==> src/design/lsf_pkg.sv <==
// Shared types and constants for the smallest-factor sieve.
package lsf_pkg;

  localparam int unsigned NUM_W    = 17;
  localparam int unsigned FACTOR_W = 16;
  localparam int unsigned LIMIT_W  = 16;
  localparam int unsigned PROD_W   = 2 * FACTOR_W;

  // first integer handled after a clear
  localparam logic [NUM_W-1:0] FIRST_NUM = NUM_W'(2);

  // controller to datapath
  typedef struct packed {
    logic clr_start;  // reset count and next number, start sweep at entry 0
    logic clr_step;   // zero one table entry
    logic rd_fact;    // read table entry of the current number
    logic take_fact;  // latch factor, record a new prime
    logic rd_prime;   // read prime list at walk index
    logic mul;        // register number * prime
    logic mark;       // write factor of the product, advance walk index
    logic ld_out;     // load the result register
  } lsf_cmd_t;

  // datapath to controller
  typedef struct packed {
    logic clr_last;   // sweep at the last entry
    logic beyond;     // current number exceeds the effective limit
    logic walk_done;  // walk index reached the prime count
    logic stop;       // prime above factor or product above limit
    logic out_free;   // result register can take a new item
  } lsf_sts_t;

endpackage

==> src/design/lsf_ctrl.sv <==
// Sequencer for the sieve: clearing sweep, table lookup and prime walk.
module lsf_ctrl (
  input  logic              clk_i,
  input  logic              rst_ni,
  input  logic              in_valid_i,
  input  logic              restart_i,
  output logic              in_ready_o,
  input  lsf_pkg::lsf_sts_t sts_i,
  output lsf_pkg::lsf_cmd_t cmd_o
);
  import lsf_pkg::*;

  typedef enum logic [3:0] {
    ST_INIT,
    ST_IDLE,
    ST_CLEAR,
    ST_CHECK,
    ST_FACT,
    ST_LOOP,
    ST_MUL,
    ST_TEST,
    ST_DONE
  } state_e;

  state_e state_q, state_d;

  always_comb begin
    state_d    = state_q;
    cmd_o      = '0;
    in_ready_o = 1'b0;
    case (state_q)
      // sweep after reset, no item pending
      ST_INIT: begin
        cmd_o.clr_step = 1'b1;
        if (sts_i.clr_last) state_d = ST_IDLE;
      end
      ST_IDLE: begin
        in_ready_o = 1'b1;
        if (in_valid_i) begin
          if (restart_i) begin
            cmd_o.clr_start = 1'b1;
            state_d = ST_CLEAR;
          end else begin
            state_d = ST_CHECK;
          end
        end
      end
      ST_CLEAR: begin
        cmd_o.clr_step = 1'b1;
        if (sts_i.clr_last) state_d = ST_CHECK;
      end
      ST_CHECK: begin
        if (sts_i.beyond) begin
          state_d = ST_DONE;
        end else begin
          cmd_o.rd_fact = 1'b1;
          state_d = ST_FACT;
        end
      end
      ST_FACT: begin
        cmd_o.take_fact = 1'b1;
        state_d = ST_LOOP;
      end
      ST_LOOP: begin
        if (sts_i.walk_done) begin
          state_d = ST_DONE;
        end else begin
          cmd_o.rd_prime = 1'b1;
          state_d = ST_MUL;
        end
      end
      ST_MUL: begin
        cmd_o.mul = 1'b1;
        state_d = ST_TEST;
      end
      ST_TEST: begin
        if (sts_i.stop) begin
          state_d = ST_DONE;
        end else begin
          cmd_o.mark = 1'b1;
          state_d = ST_LOOP;
        end
      end
      ST_DONE: begin
        if (sts_i.out_free) begin
          cmd_o.ld_out = 1'b1;
          state_d = ST_IDLE;
        end
      end
      default: state_d = ST_IDLE;
    endcase
  end

  // reset starts with a full clearing sweep
  always_ff @(posedge clk_i or negedge rst_ni) begin
    if (!rst_ni) begin
      state_q <= ST_INIT;
    end else begin
      state_q <= state_d;
    end
  end

endmodule

==> config.mk <==
export PLATFORM = sky130hd
export DESIGN_NAME = lsf_ctrl
export DESIGN_NICKNAME = d
export VERILOG_FILES = /design/src/design/lsf_pkg.sv /design/src/design/lsf_ctrl.sv
export SDC_FILE = /design/constraint.sdc
export NUM_CORES = 1
export LEC_CHECK = 0
export ABC_CLOCK_PERIOD_IN_PS = 1900
export BUFFER_PORTS_ARGS = -buffer_cell sky130_fd_sc_hd__buf_2
export CAP_MARGIN = 15
export CORE_AREA = 2 2 39 41
export CTS_CLUSTER_DIAMETER = 100
export DETAILED_ROUTE_END_ITERATION = 7
export DIE_AREA = 0 0 41 43
export RECOVER_POWER = 50
export SLEW_MARGIN = 10
export SYNTH_ARGS = -nofsm -noshare
export SYNTH_HDL_FRONTEND = slang
export SYNTH_SLANG_ARGS = --single-unit
==> constraint.sdc <==
create_clock -name clk_i -period 1.9 [get_ports clk_i]
set_input_delay 0.475 -clock clk_i [delete_from_list [all_inputs] [get_ports clk_i]]
set_output_delay 0.475 -clock clk_i [all_outputs]
set_load 0.05 [all_outputs]
After elaboration in Yosys (flattened, before gate mapping) --
Cells that the tools add are included.
Word-level totals: flip-flop bits (word level) 4, output and inout port bits 9, logic and storage cells 40, input bits 9
Operators by class: multiplexer cells 24, equal/unequal tests 12, reductions and logical operators 3
Operator list (number):
- $pmux W4 S9 | 1
- $mux W4 | 7
- $eq A4 B3 Y1 const B | 4
- $mux W1 | 16
- $eq A4 B2 Y1 const B | 2
- $ne A2 B2 Y1 const B | 4
- $eq A4 B1 Y1 const B | 1
- $eq A4 B4 Y1 const B | 1
- $logic_not A4 Y1 | 1
- $reduce_and A4 Y1 | 1
- $reduce_or A2 Y1 | 1

Depth between registers and ports, before layout --
Gate-level depths: netlist (run 1).
word-level depth 3, depth in mapped cells 5, depth with buffers taken out 4

Worst setup path after synthesis (run 1) --
Ideal clock, no wire load.
kind register to output, from reg state_q[1], to out cmd_o[7] (netlist bit), path slack -1014 ps, arrival 2439 ps, stages on the path, launching flop included 5, buffers on the path 1, cells stage by stage dfrtp_1 buf_6 or2b_1 nor3_1 and3_1
RTL lines:
- from (decl) | line lsf_ctrl.sv:25 | state_e state_q, state_d;
- from (signal assigned) | line lsf_ctrl.sv:99 | state_q <= state_d;
- to (decl) | line lsf_ctrl.sv:9 | output lsf_pkg::lsf_cmd_t cmd_o

==> impl_summary.txt, run 1 <==
----------------------------------------------------
[Run status]
  Result of the run ... finished clean

[Synth]
  Post-Synthesis Mean Instance Area ... 8.58 sq um
  Portion of netlist area occupied by mux cells ... 9.49%
  Netlist Area Pre-Place ... 369 sq um
  Area contributors post-synth ... dfrtp_1 (27%), nor3_1 (8.1%), nor4b_4 (6.4%)
  FF+latch count, synth ... 4
  Post-synthesis share of cell area spent on xor and xnor gates ... 0%
  Post-synthesis compound-gate area fraction ... 12.2%
  Area fraction in and, or, nand and nor cells after synthesis ... 39.7%
  Number of warnings printed during yosys synthesis ... 0
  Share of synthesized cell area in full adder, half adder and majority cells ... 0%
  Cells after synthesis ... 43
  Proportion of synthesized chip area in sequential cells ... 27.1%
  Count of distinct cell types in the synthesized netlist ... 25
  Largest area contributor in the synthesized netlist ... dfrtp_1
  Post-synthesis net count ... 52
  Dominant combinational cell family by area after synthesis ... simple AND/OR/NAND/NOR gates
  Proportion of netlist area held by the largest area contributor ... 27.1%

[Place]
  Last weighted congestion value of the routability-driven placer ... 0.719
  Placed cell areas ... 504 sq um
  Post-detail-place hpwl ... 776 microns
  Number of cells in the design after placement ... 77
  Number of input and output port buffers inserted ... 17

[Critical path]
  Startpoint Class ... flop
  Biggest fanout along the worst timing path ... 5
  Delay contributed by the slowest stage of the critical path ... 0.44 ns
  Worst Path Buf+Inv ... 1
  Worst path arrival time ... 1.41 ns
  Critical-path cell list ... or2b_4 > nor3_4 > and3_4 > buf_8
  Reg2Reg Capture Point ... state_q[0]$_DFFE_PN0P_
  Slack of the worst reg-to-reg path ... 0.45 ns
  Startpoint of the lowest-slack register-to-register path ... state_q[2]$_DFFE_PN0P_
  Required time of the critical path ... 1.42 ns
  Endpoint kind of the worst setup timing path ... output pin
  Highest-delay cell along the critical path ... dfrtp_2
  Family of cells with the greatest summed delay on the critical path ... simple AND/OR/NAND/NOR gates
  Number of cell instances on the worst register-to-register path ... 5
  Class of the most critical setup path ... reg2out

[Clocking]
  Skew-Pair Late Insertion Delay ... 0.23 ns
  CTS buffer count ... 3
  Max Buffers Root-to-Sink ... 2
  Post-CTS clock slew at the launch and capture registers of the worst setup and hold paths ... 0.04 ns
  TritonCTS clock tree ... built
  Hold-fix buffers at CTS ... 0
  CTS HTree Levels ... 1
  Number of clock sinks ... 4
  Buffer cell driving the clock tree root ... clkbuf_4

[Detailed routing]
  Count of TritonRoute iterations in the first routing pass ... 2
  Post-route DRC ... 0
  Routed wire length ... 1000 microns
  First DRT Iteration DRCs ... 6
  DR vias ... 398
  Number of nets with antenna violations after detailed routing ... 0
  Wire length per cell ... 12.2 microns
  Post-DR vias/cell ... 4.85

[Global route]
  Number of global-route vias before repair ... 378
  Maximum number of pins on one net before global-route repair ... 8
  Wire length of the first global-routing pass ... 1640 microns
  Total track usage ... 14.0%
  Aggregate global routing overflow ... 0
  Antenna violations before repair ... 0

[Die]
  Horiz. Die Dim ... 41 microns
  Number of top-level design ports ... 18
  Effective utilization at floorplan ... 26.7%
  Core Area ... 1380 sq um
  Die Footprint ... 1760 sq um
  Y dimension of the die ... 43 microns
  Number of core rows ... 14

[Layout]
  Number of flip-flops under the largest register name ... 4
  Net count of the finished layout ... 77
  Post-route cell area ... 581 sq um
  Register bank with the most flops ... state_q
  Count of placed standard cells in the final layout, fillers left out ... 82
  Share of cells above drive strength 1 ... 56.1%
  Leading registers by flop count ... state_q x4
  Signed area change from the synthesized netlist to the final layout ... 57.3%
  Commonest cells after routing, fill and taps aside ... buf_4 (11), buf_2 (10)
  Layout Utilization ... 42.0%
  Commonest non-fill, non-tap cell in the layout ... buf_4
  # diodes ... 0

[Worst hold path]
  Class of the tightest hold or removal check ... in2async

[STA]
  Hold Vio Cnt, Final ... 0
  Number of pins exceeding their max-slew limit in the final report ... 0
  Least-Margin Pin Slew ... 0.252 ns
  Fin crit share ... 99.2%
  Clock period minus final worst setup slack ... 1.89 ns
  Unrepaired setup endpoints after global routing ... true
  Maximum frequency from static timing analysis ... 530 MHz
  Worst-case headroom to the max-slew limit ... 83.3%
  Worst clock skew on the final layout ... 0.00279 ns
  Worst hold slack after final layout ... 0.0611 ns
  Final Setup Violations ... 0

[Power and ir drop]
  Peak supply drop ... 0.000664 V
  Reported leakage power ... 0.264 nW
  Power density over the cells ... 1650 nW/um^2

[Flow run]
  Number of maximum-capacitance constraint violations ... 0

----------------------------------------------------
-- metrics by stage --
| stage | setup TNS (ns) | total power [mW] | worst slack [ns] |
|---|---|---|---|
| 3_5_place_dp | 0 | 0.794 | 0.155 |
| 3_3_place_gp | 0 | 0.795 | 0.162 |
| 6_report | 0 | 0.960 | 0.0145 |
| 5_1_grt | -0.0546 | 1.03 | -0.0473 |
| 4_1_cts | 0 | 0.936 | 0.000644 |
| 2_1_floorplan | -1.19 | 0.678 | -0.401 |
-- layer usage --
layer,GRT usage (%),up-vias,wire length [microns]
met3,3.14,2,56
met5,0,-,0
li1,-,202,-
met2,20.9,15,479
met4,10.0,0,7
met1,16.7,179,461
-- power breakdown --
group / switching, mW / internal, mW / total [mW]
combinational: 0.391 / 0.285 / 0.677
sequential: 0.0522 / 0.125 / 0.178
clock: 0.0352 / 0.0707 / 0.106
total: 0.479 / 0.481 / 0.960
-- cell families (layout without fill, tap and decap cells) --
logic type,count (synthesis),in the layout
AND/OR/NAND/NOR,23,23
flip-flops,4,4
AO/OA/AOI/OAI,7,7
buffers and inverters,6,29
multiplexers,3,3
-- layout make-up --
type                       instances  area, sq um
tap                               16         20.0
timing repair buffer              24          163
sequential                         4          103
inverter                           2         7.51
fill                             134          803
clock buffer                       3         22.5
multi-input combinational         33          265
-- worst max-delay path by stage --
stage	from	end	slack, ns	cells after the start
after floorplan	state_q[1]$_DFFE_PN0P_	cmd_o[3]	-0.40	3
after global placement	state_q[2]$_DFFE_PN0P_	cmd_o[4]	0.16	3
after detailed placement	state_q[2]$_DFFE_PN0P_	cmd_o[1]	0.15	3
after CTS	state_q[3]$_DFFE_PN0P_	cmd_o[1]	0.0006	4
after global routing	state_q[1]$_DFFE_PN0P_	cmd_o[7]	-0.05	4
final	state_q[1]$_DFFE_PN0P_	cmd_o[7]	0.01	4
-- Yosys cell counts, drive strengths merged --
library cell,n
o2111ai,1
nor4,1
o22ai,1
nor3,6
o21bai,1
nand2,3
o21ai,1
nor2,3
o21a,1
mux2i,2
dfrtp,4
nor4b,2
or2b,2
a21oi,2
or3,2
and2b,1
mux2,1
and3,1
inv,2
and2,1
buf,4
nor3b,1
-- timing repair --
item | 4_1_cts | 5_1_grt
gates cloned | 0 | 0
resized for setup | 7 | 11
pin swaps | 0 | 3
setup endpoints to repair | 6 | 6
buffers inserted | 0 | 2
Note: power is estimated with default switching activity, not from simulation.
==> inputs of run 2 (changes only) <==
ABC_AREA = 1   (was default)
SETUP_SLACK_MARGIN = 0.4   (was default)
==> run 2 against run 1 <==
Compared with the run above:
- synthesized cell count rose by 35%
- synthesized area fell by 5.4%
- via count rose by 17%
- non-clock buffer count did not move
- critical path depth rose by 2
- cell area rose by 19%
- clock power barely moved
- combinational power rose by 51%
- first-iteration DRC count rose by 17%
- worst hold slack got worse by 0.0012 ns
- register-to-register slack improved by 0.13 ns
- maximum frequency rose by 1.8%
- largest cell class unchanged
- highest routed layer is now met3
==> impl_summary.txt, run 2 <==
----------------------------------------------------
[Synth]
  Number of warnings printed during yosys synthesis ... 0 (unchanged)
  Proportion of synthesized chip area in sequential cells ... 28.7% (+1.6 points)
  Largest area contributor in the synthesized netlist ... dfrtp_1
  Primary FF master, synth ... dfrtp_1
  Proportion of netlist area held by the largest area contributor ... 28.7% (+1.6 points)
  Post-synthesis compound-gate area fraction ... 4.30% (-7.9 points)
  Share of synthesized cell area in full adder, half adder and majority cells ... 0% (unchanged)
  Portion of netlist area occupied by mux cells ... 0% (-9.5 points)
  Post-Synthesis Mean Instance Area ... 6.02 sq um (-30%)
  Netlist Area Pre-Place ... 349 sq um (-5.4%)
  Cells after synthesis ... 58 (+35%)
  Post-synthesis share of cell area spent on xor and xnor gates ... 0% (unchanged)
  Post-synthesis net count ... 67 (+29%)
  Area contributors post-synth ... dfrtp_1 (29%), nand3_1 (17%), inv_1 (13%)
  Area fraction in and, or, nand and nor cells after synthesis ... 50.9% (+11 points)
  FF+latch count, synth ... 4 (unchanged)
  Count of distinct cell types in the synthesized netlist ... 15 (-40%)
  Number of enable flip-flop cells after synthesis ... 0 (unchanged)
  Async S/R FF share, synth ... 100% (unchanged)
  Synth cell count leaders ... inv_1 (12), nand3_1 (12), nand2_1 (8), nor2_1 (7), dfrtp_1 (4)
  Dominant combinational cell family by area after synthesis ... simple AND/OR/NAND/NOR gates

[STA]
  Least-Margin Pin Slew ... 0.207 ns (-0.0444 ns)
  Number of pins exceeding their max-slew limit in the final report ... 0 (unchanged)
  Worst clock skew on the final layout ... 0.00224 ns (-0.000552 ns)
  Fin crit share ... 97.5% (-1.8 points)
  Maximum frequency from static timing analysis ... 540 MHz (+1.8%)
  Final Setup Violations ... 0 (unchanged)
  Hold Vio Cnt, Final ... 0 (unchanged)
  Worst-case headroom to the max-slew limit ... 86.2% (+2.8 points)
  Clock period minus final worst setup slack ... 1.85 ns (-0.0333 ns)
  Unrepaired setup endpoints after global routing ... true
  Total negative slack ... 0 ns (unchanged)

[Worst hold path]
  Class of the tightest hold or removal check ... in2async

[Detailed routing]
  Count of TritonRoute iterations in the first routing pass ... 4 (+2)
  DR vias ... 466 (+17%)
  Routed wire length ... 969 microns (-3.5%)
  Post-DR vias/cell ... 4.61 (-4.9%)
  Wire length per cell ... 9.59 microns (-22%)
  First DRT Iteration DRCs ... 7 (+1)
  Post-route DRC ... 0 (unchanged)
  Number of nets with antenna violations after detailed routing ... 0 (unchanged)

[Die]
  Number of top-level design ports ... 18 (unchanged)
  Number of core rows ... 14 (unchanged)
  Horiz. Die Dim ... 41 microns (unchanged)
  Die Footprint ... 1760 sq um (unchanged)
  Core Area ... 1380 sq um (unchanged)
  Effective utilization at floorplan ... 25.2% (-1.4 points)
  Y dimension of the die ... 43 microns (unchanged)

[Place]
  Last weighted congestion value of the routability-driven placer ... 0.826 (+15%)
  Number of input and output port buffers inserted ... 17 (unchanged)
  Post-detail-place hpwl ... 707 microns (-8.9%)
  Number of cells in the design after placement ... 92 (+19%)

[Clocking]
  Number of clock sinks ... 4 (unchanged)
  CTS HTree Levels ... 1 (unchanged)
  Post-CTS clock slew at the launch and capture registers of the worst setup and hold paths ... 0.04 ns (about the same)
  Max Buffers Root-to-Sink ... 2 (unchanged)
  Skew-Pair Late Insertion Delay ... 0.23 ns (about the same)
  TritonCTS clock tree ... built
  Hold-fix buffers at CTS ... 0 (unchanged)
  CTS buffer count ... 3 (unchanged)
  Buffer cell driving the clock tree root ... clkbuf_4

[Power and ir drop]
  Power density over the cells ... 1900 nW/um^2 (+15%)
  Peak supply drop ... 0.000729 V (+9.7%)
  Reported leakage power ... 0.348 nW (+32%)

[Flow run]
  Number of maximum-capacitance constraint violations ... 0 (unchanged)

[Layout]
  Share of cells above drive strength 1 ... 60.0% (+3.9 points)
  # diodes ... 0 (unchanged)
  Commonest non-fill, non-tap cell in the layout ... nand3_1
  Leading registers by flop count ... state_q x4
  Signed area change from the synthesized netlist to the final layout ... 98.6%
  Count of filler cells inserted in the layout ... 130 (-3.0%)
  Commonest cells after routing, fill and taps aside ... nand3_1 (10), inv_1 (7), buf_2 (7)
  Register bank with the most flops ... state_q
  Count of placed standard cells in the final layout, fillers left out ... 101 (+23%)
  Net count of the finished layout ... 96 (+25%)
  Number of flip-flops under the largest register name ... 4 (unchanged)

[Critical path]
  Startpoint of the lowest-slack register-to-register path ... state_q[3]$_DFFE_PN0P_
  Number of cell instances on the worst register-to-register path ... 9 (+4)
  Startpoint Class ... flop
  Biggest fanout along the worst timing path ... 7 (+2)
  Class of the most critical setup path ... reg2out
  Slack of the worst reg-to-reg path ... 0.58 ns (+0.13 ns)
  Reg2Reg Capture Point ... state_q[1]$_DFFE_PN0P_
  Endpoint kind of the worst setup timing path ... output pin
  Worst path arrival time ... 1.38 ns (-0.03 ns)
  Required time of the critical path ... 1.42 ns (about the same)

[Global route]
  Number of global-route vias before repair ... 396 (+4.8%)
  Met2 Track Usage GR ... 20.6% (-0.31 points)
  Wire length of the first global-routing pass ... 1600 microns (-2.1%)
  Antenna violations before repair ... 0 (unchanged)
  Most congested layer reported by global routing ... met2
  Total track usage ... 13.6% (-0.45 points)
  Maximum number of pins on one net before global-route repair ... 8 (unchanged)
  Aggregate global routing overflow ... 0 (unchanged)
  Global-route met1 utilization ... 16.6% (-0.16 points)
  M3 GR Usage ... 4.71% (+1.6 points)

[Run status]
  Result of the run ... finished clean

----------------------------------------------------
[run 2: cell types whose count changed after synthesis, moves of 4 or more]
cell     delta
nand2_1     +5
inv_1      +10
nand3_1    +12
nor2_1      +4
nor3_1      -5
[run 2: worst max-delay path, stage by stage, from the launching register on]
cell	delay [ns]
dfrtp_2	0.45
nand2_2	0.10
nor2_4	0.12
inv_1	0.04
or2_4	0.24
clkinvlp_4	0.07
buf_8	0.13
[run 2: worst max path at each step]
stage / startpoint / endpoint / slack, ns / cells after the start
after floorplan: state_q[3]$_DFFE_PN0P_ / cmd_o[5] / 0.24 / 6
after global placement: state_q[1]$_DFFE_PN0P_ / cmd_o[5] / 0.15 / 6
after CTS: state_q[3]$_DFFE_PN0P_ / cmd_o[5] / 0.02 / 7
after global routing: state_q[1]$_DFFE_PN0P_ / cmd_o[5] / -0.02 / 6
after detailed placement: state_q[1]$_DFFE_PN0P_ / cmd_o[5] / 0.12 / 6
final: state_q[1]$_DFFE_PN0P_ / cmd_o[5] / 0.05 / 6
[run 2: logic make-up after synthesis]
kind of cell	count (synthesis)
AOI/OAI and AO/OA	3
buffers and inverters	15
DFF	4
and+or+nand+nor	36
[run 2: stage by stage]
step                      total power, mW  setup WS, ns  instance area, sq um  util [%]  hold slack, ns
after floorplan                     0.721         0.244                   387         -           0.179
final                                1.32        0.0478                   693      50.1          0.0599
after detailed placement            0.875         0.124                   499      36.1           0.283
after global routing                 1.43       -0.0168                   693      50.1          0.0717
after global placement              0.875         0.154                   499      36.1           0.281
after CTS                            1.24        0.0204                   639      46.2          0.0330
[run 2: layout make-up]
cell class	instances	area, sq um	share of cell area [%]
flip-flops and latches	4	104	15.0
repair buffers	24	211	30.5
multi-input cells	39	267	38.4
well taps	16	20.0	2.89
inverters	15	68.8	9.93
clock buffers	3	22.5	3.25
[run 2: what timing repair did]
item | 4_1_cts | 5_1_grt
gates cloned | 0 | 0
pin swaps | 1 | 3
endpoints found under the hold margin | 0 | 0
endpoints found under the setup margin | 9 | 9
resized for setup | 32 | 8
buffers inserted | 3 | 3
[run 2: where the power goes]
group | total [mW] | leakage, nW | switching (mW) | internal, mW
clock | 0.103 | 0.0138 | 0.0328 | 0.0705
combinational | 1.02 | 0.287 | 0.593 | 0.423
sequential | 0.200 | 0.0476 | 0.0660 | 0.134
[run 2: per-layer routing]
metal	routed length, microns	up-vias
li1	-	237
met1	372	209
met2	530	20
met3	66	0
met4	0	0
met5	0	-
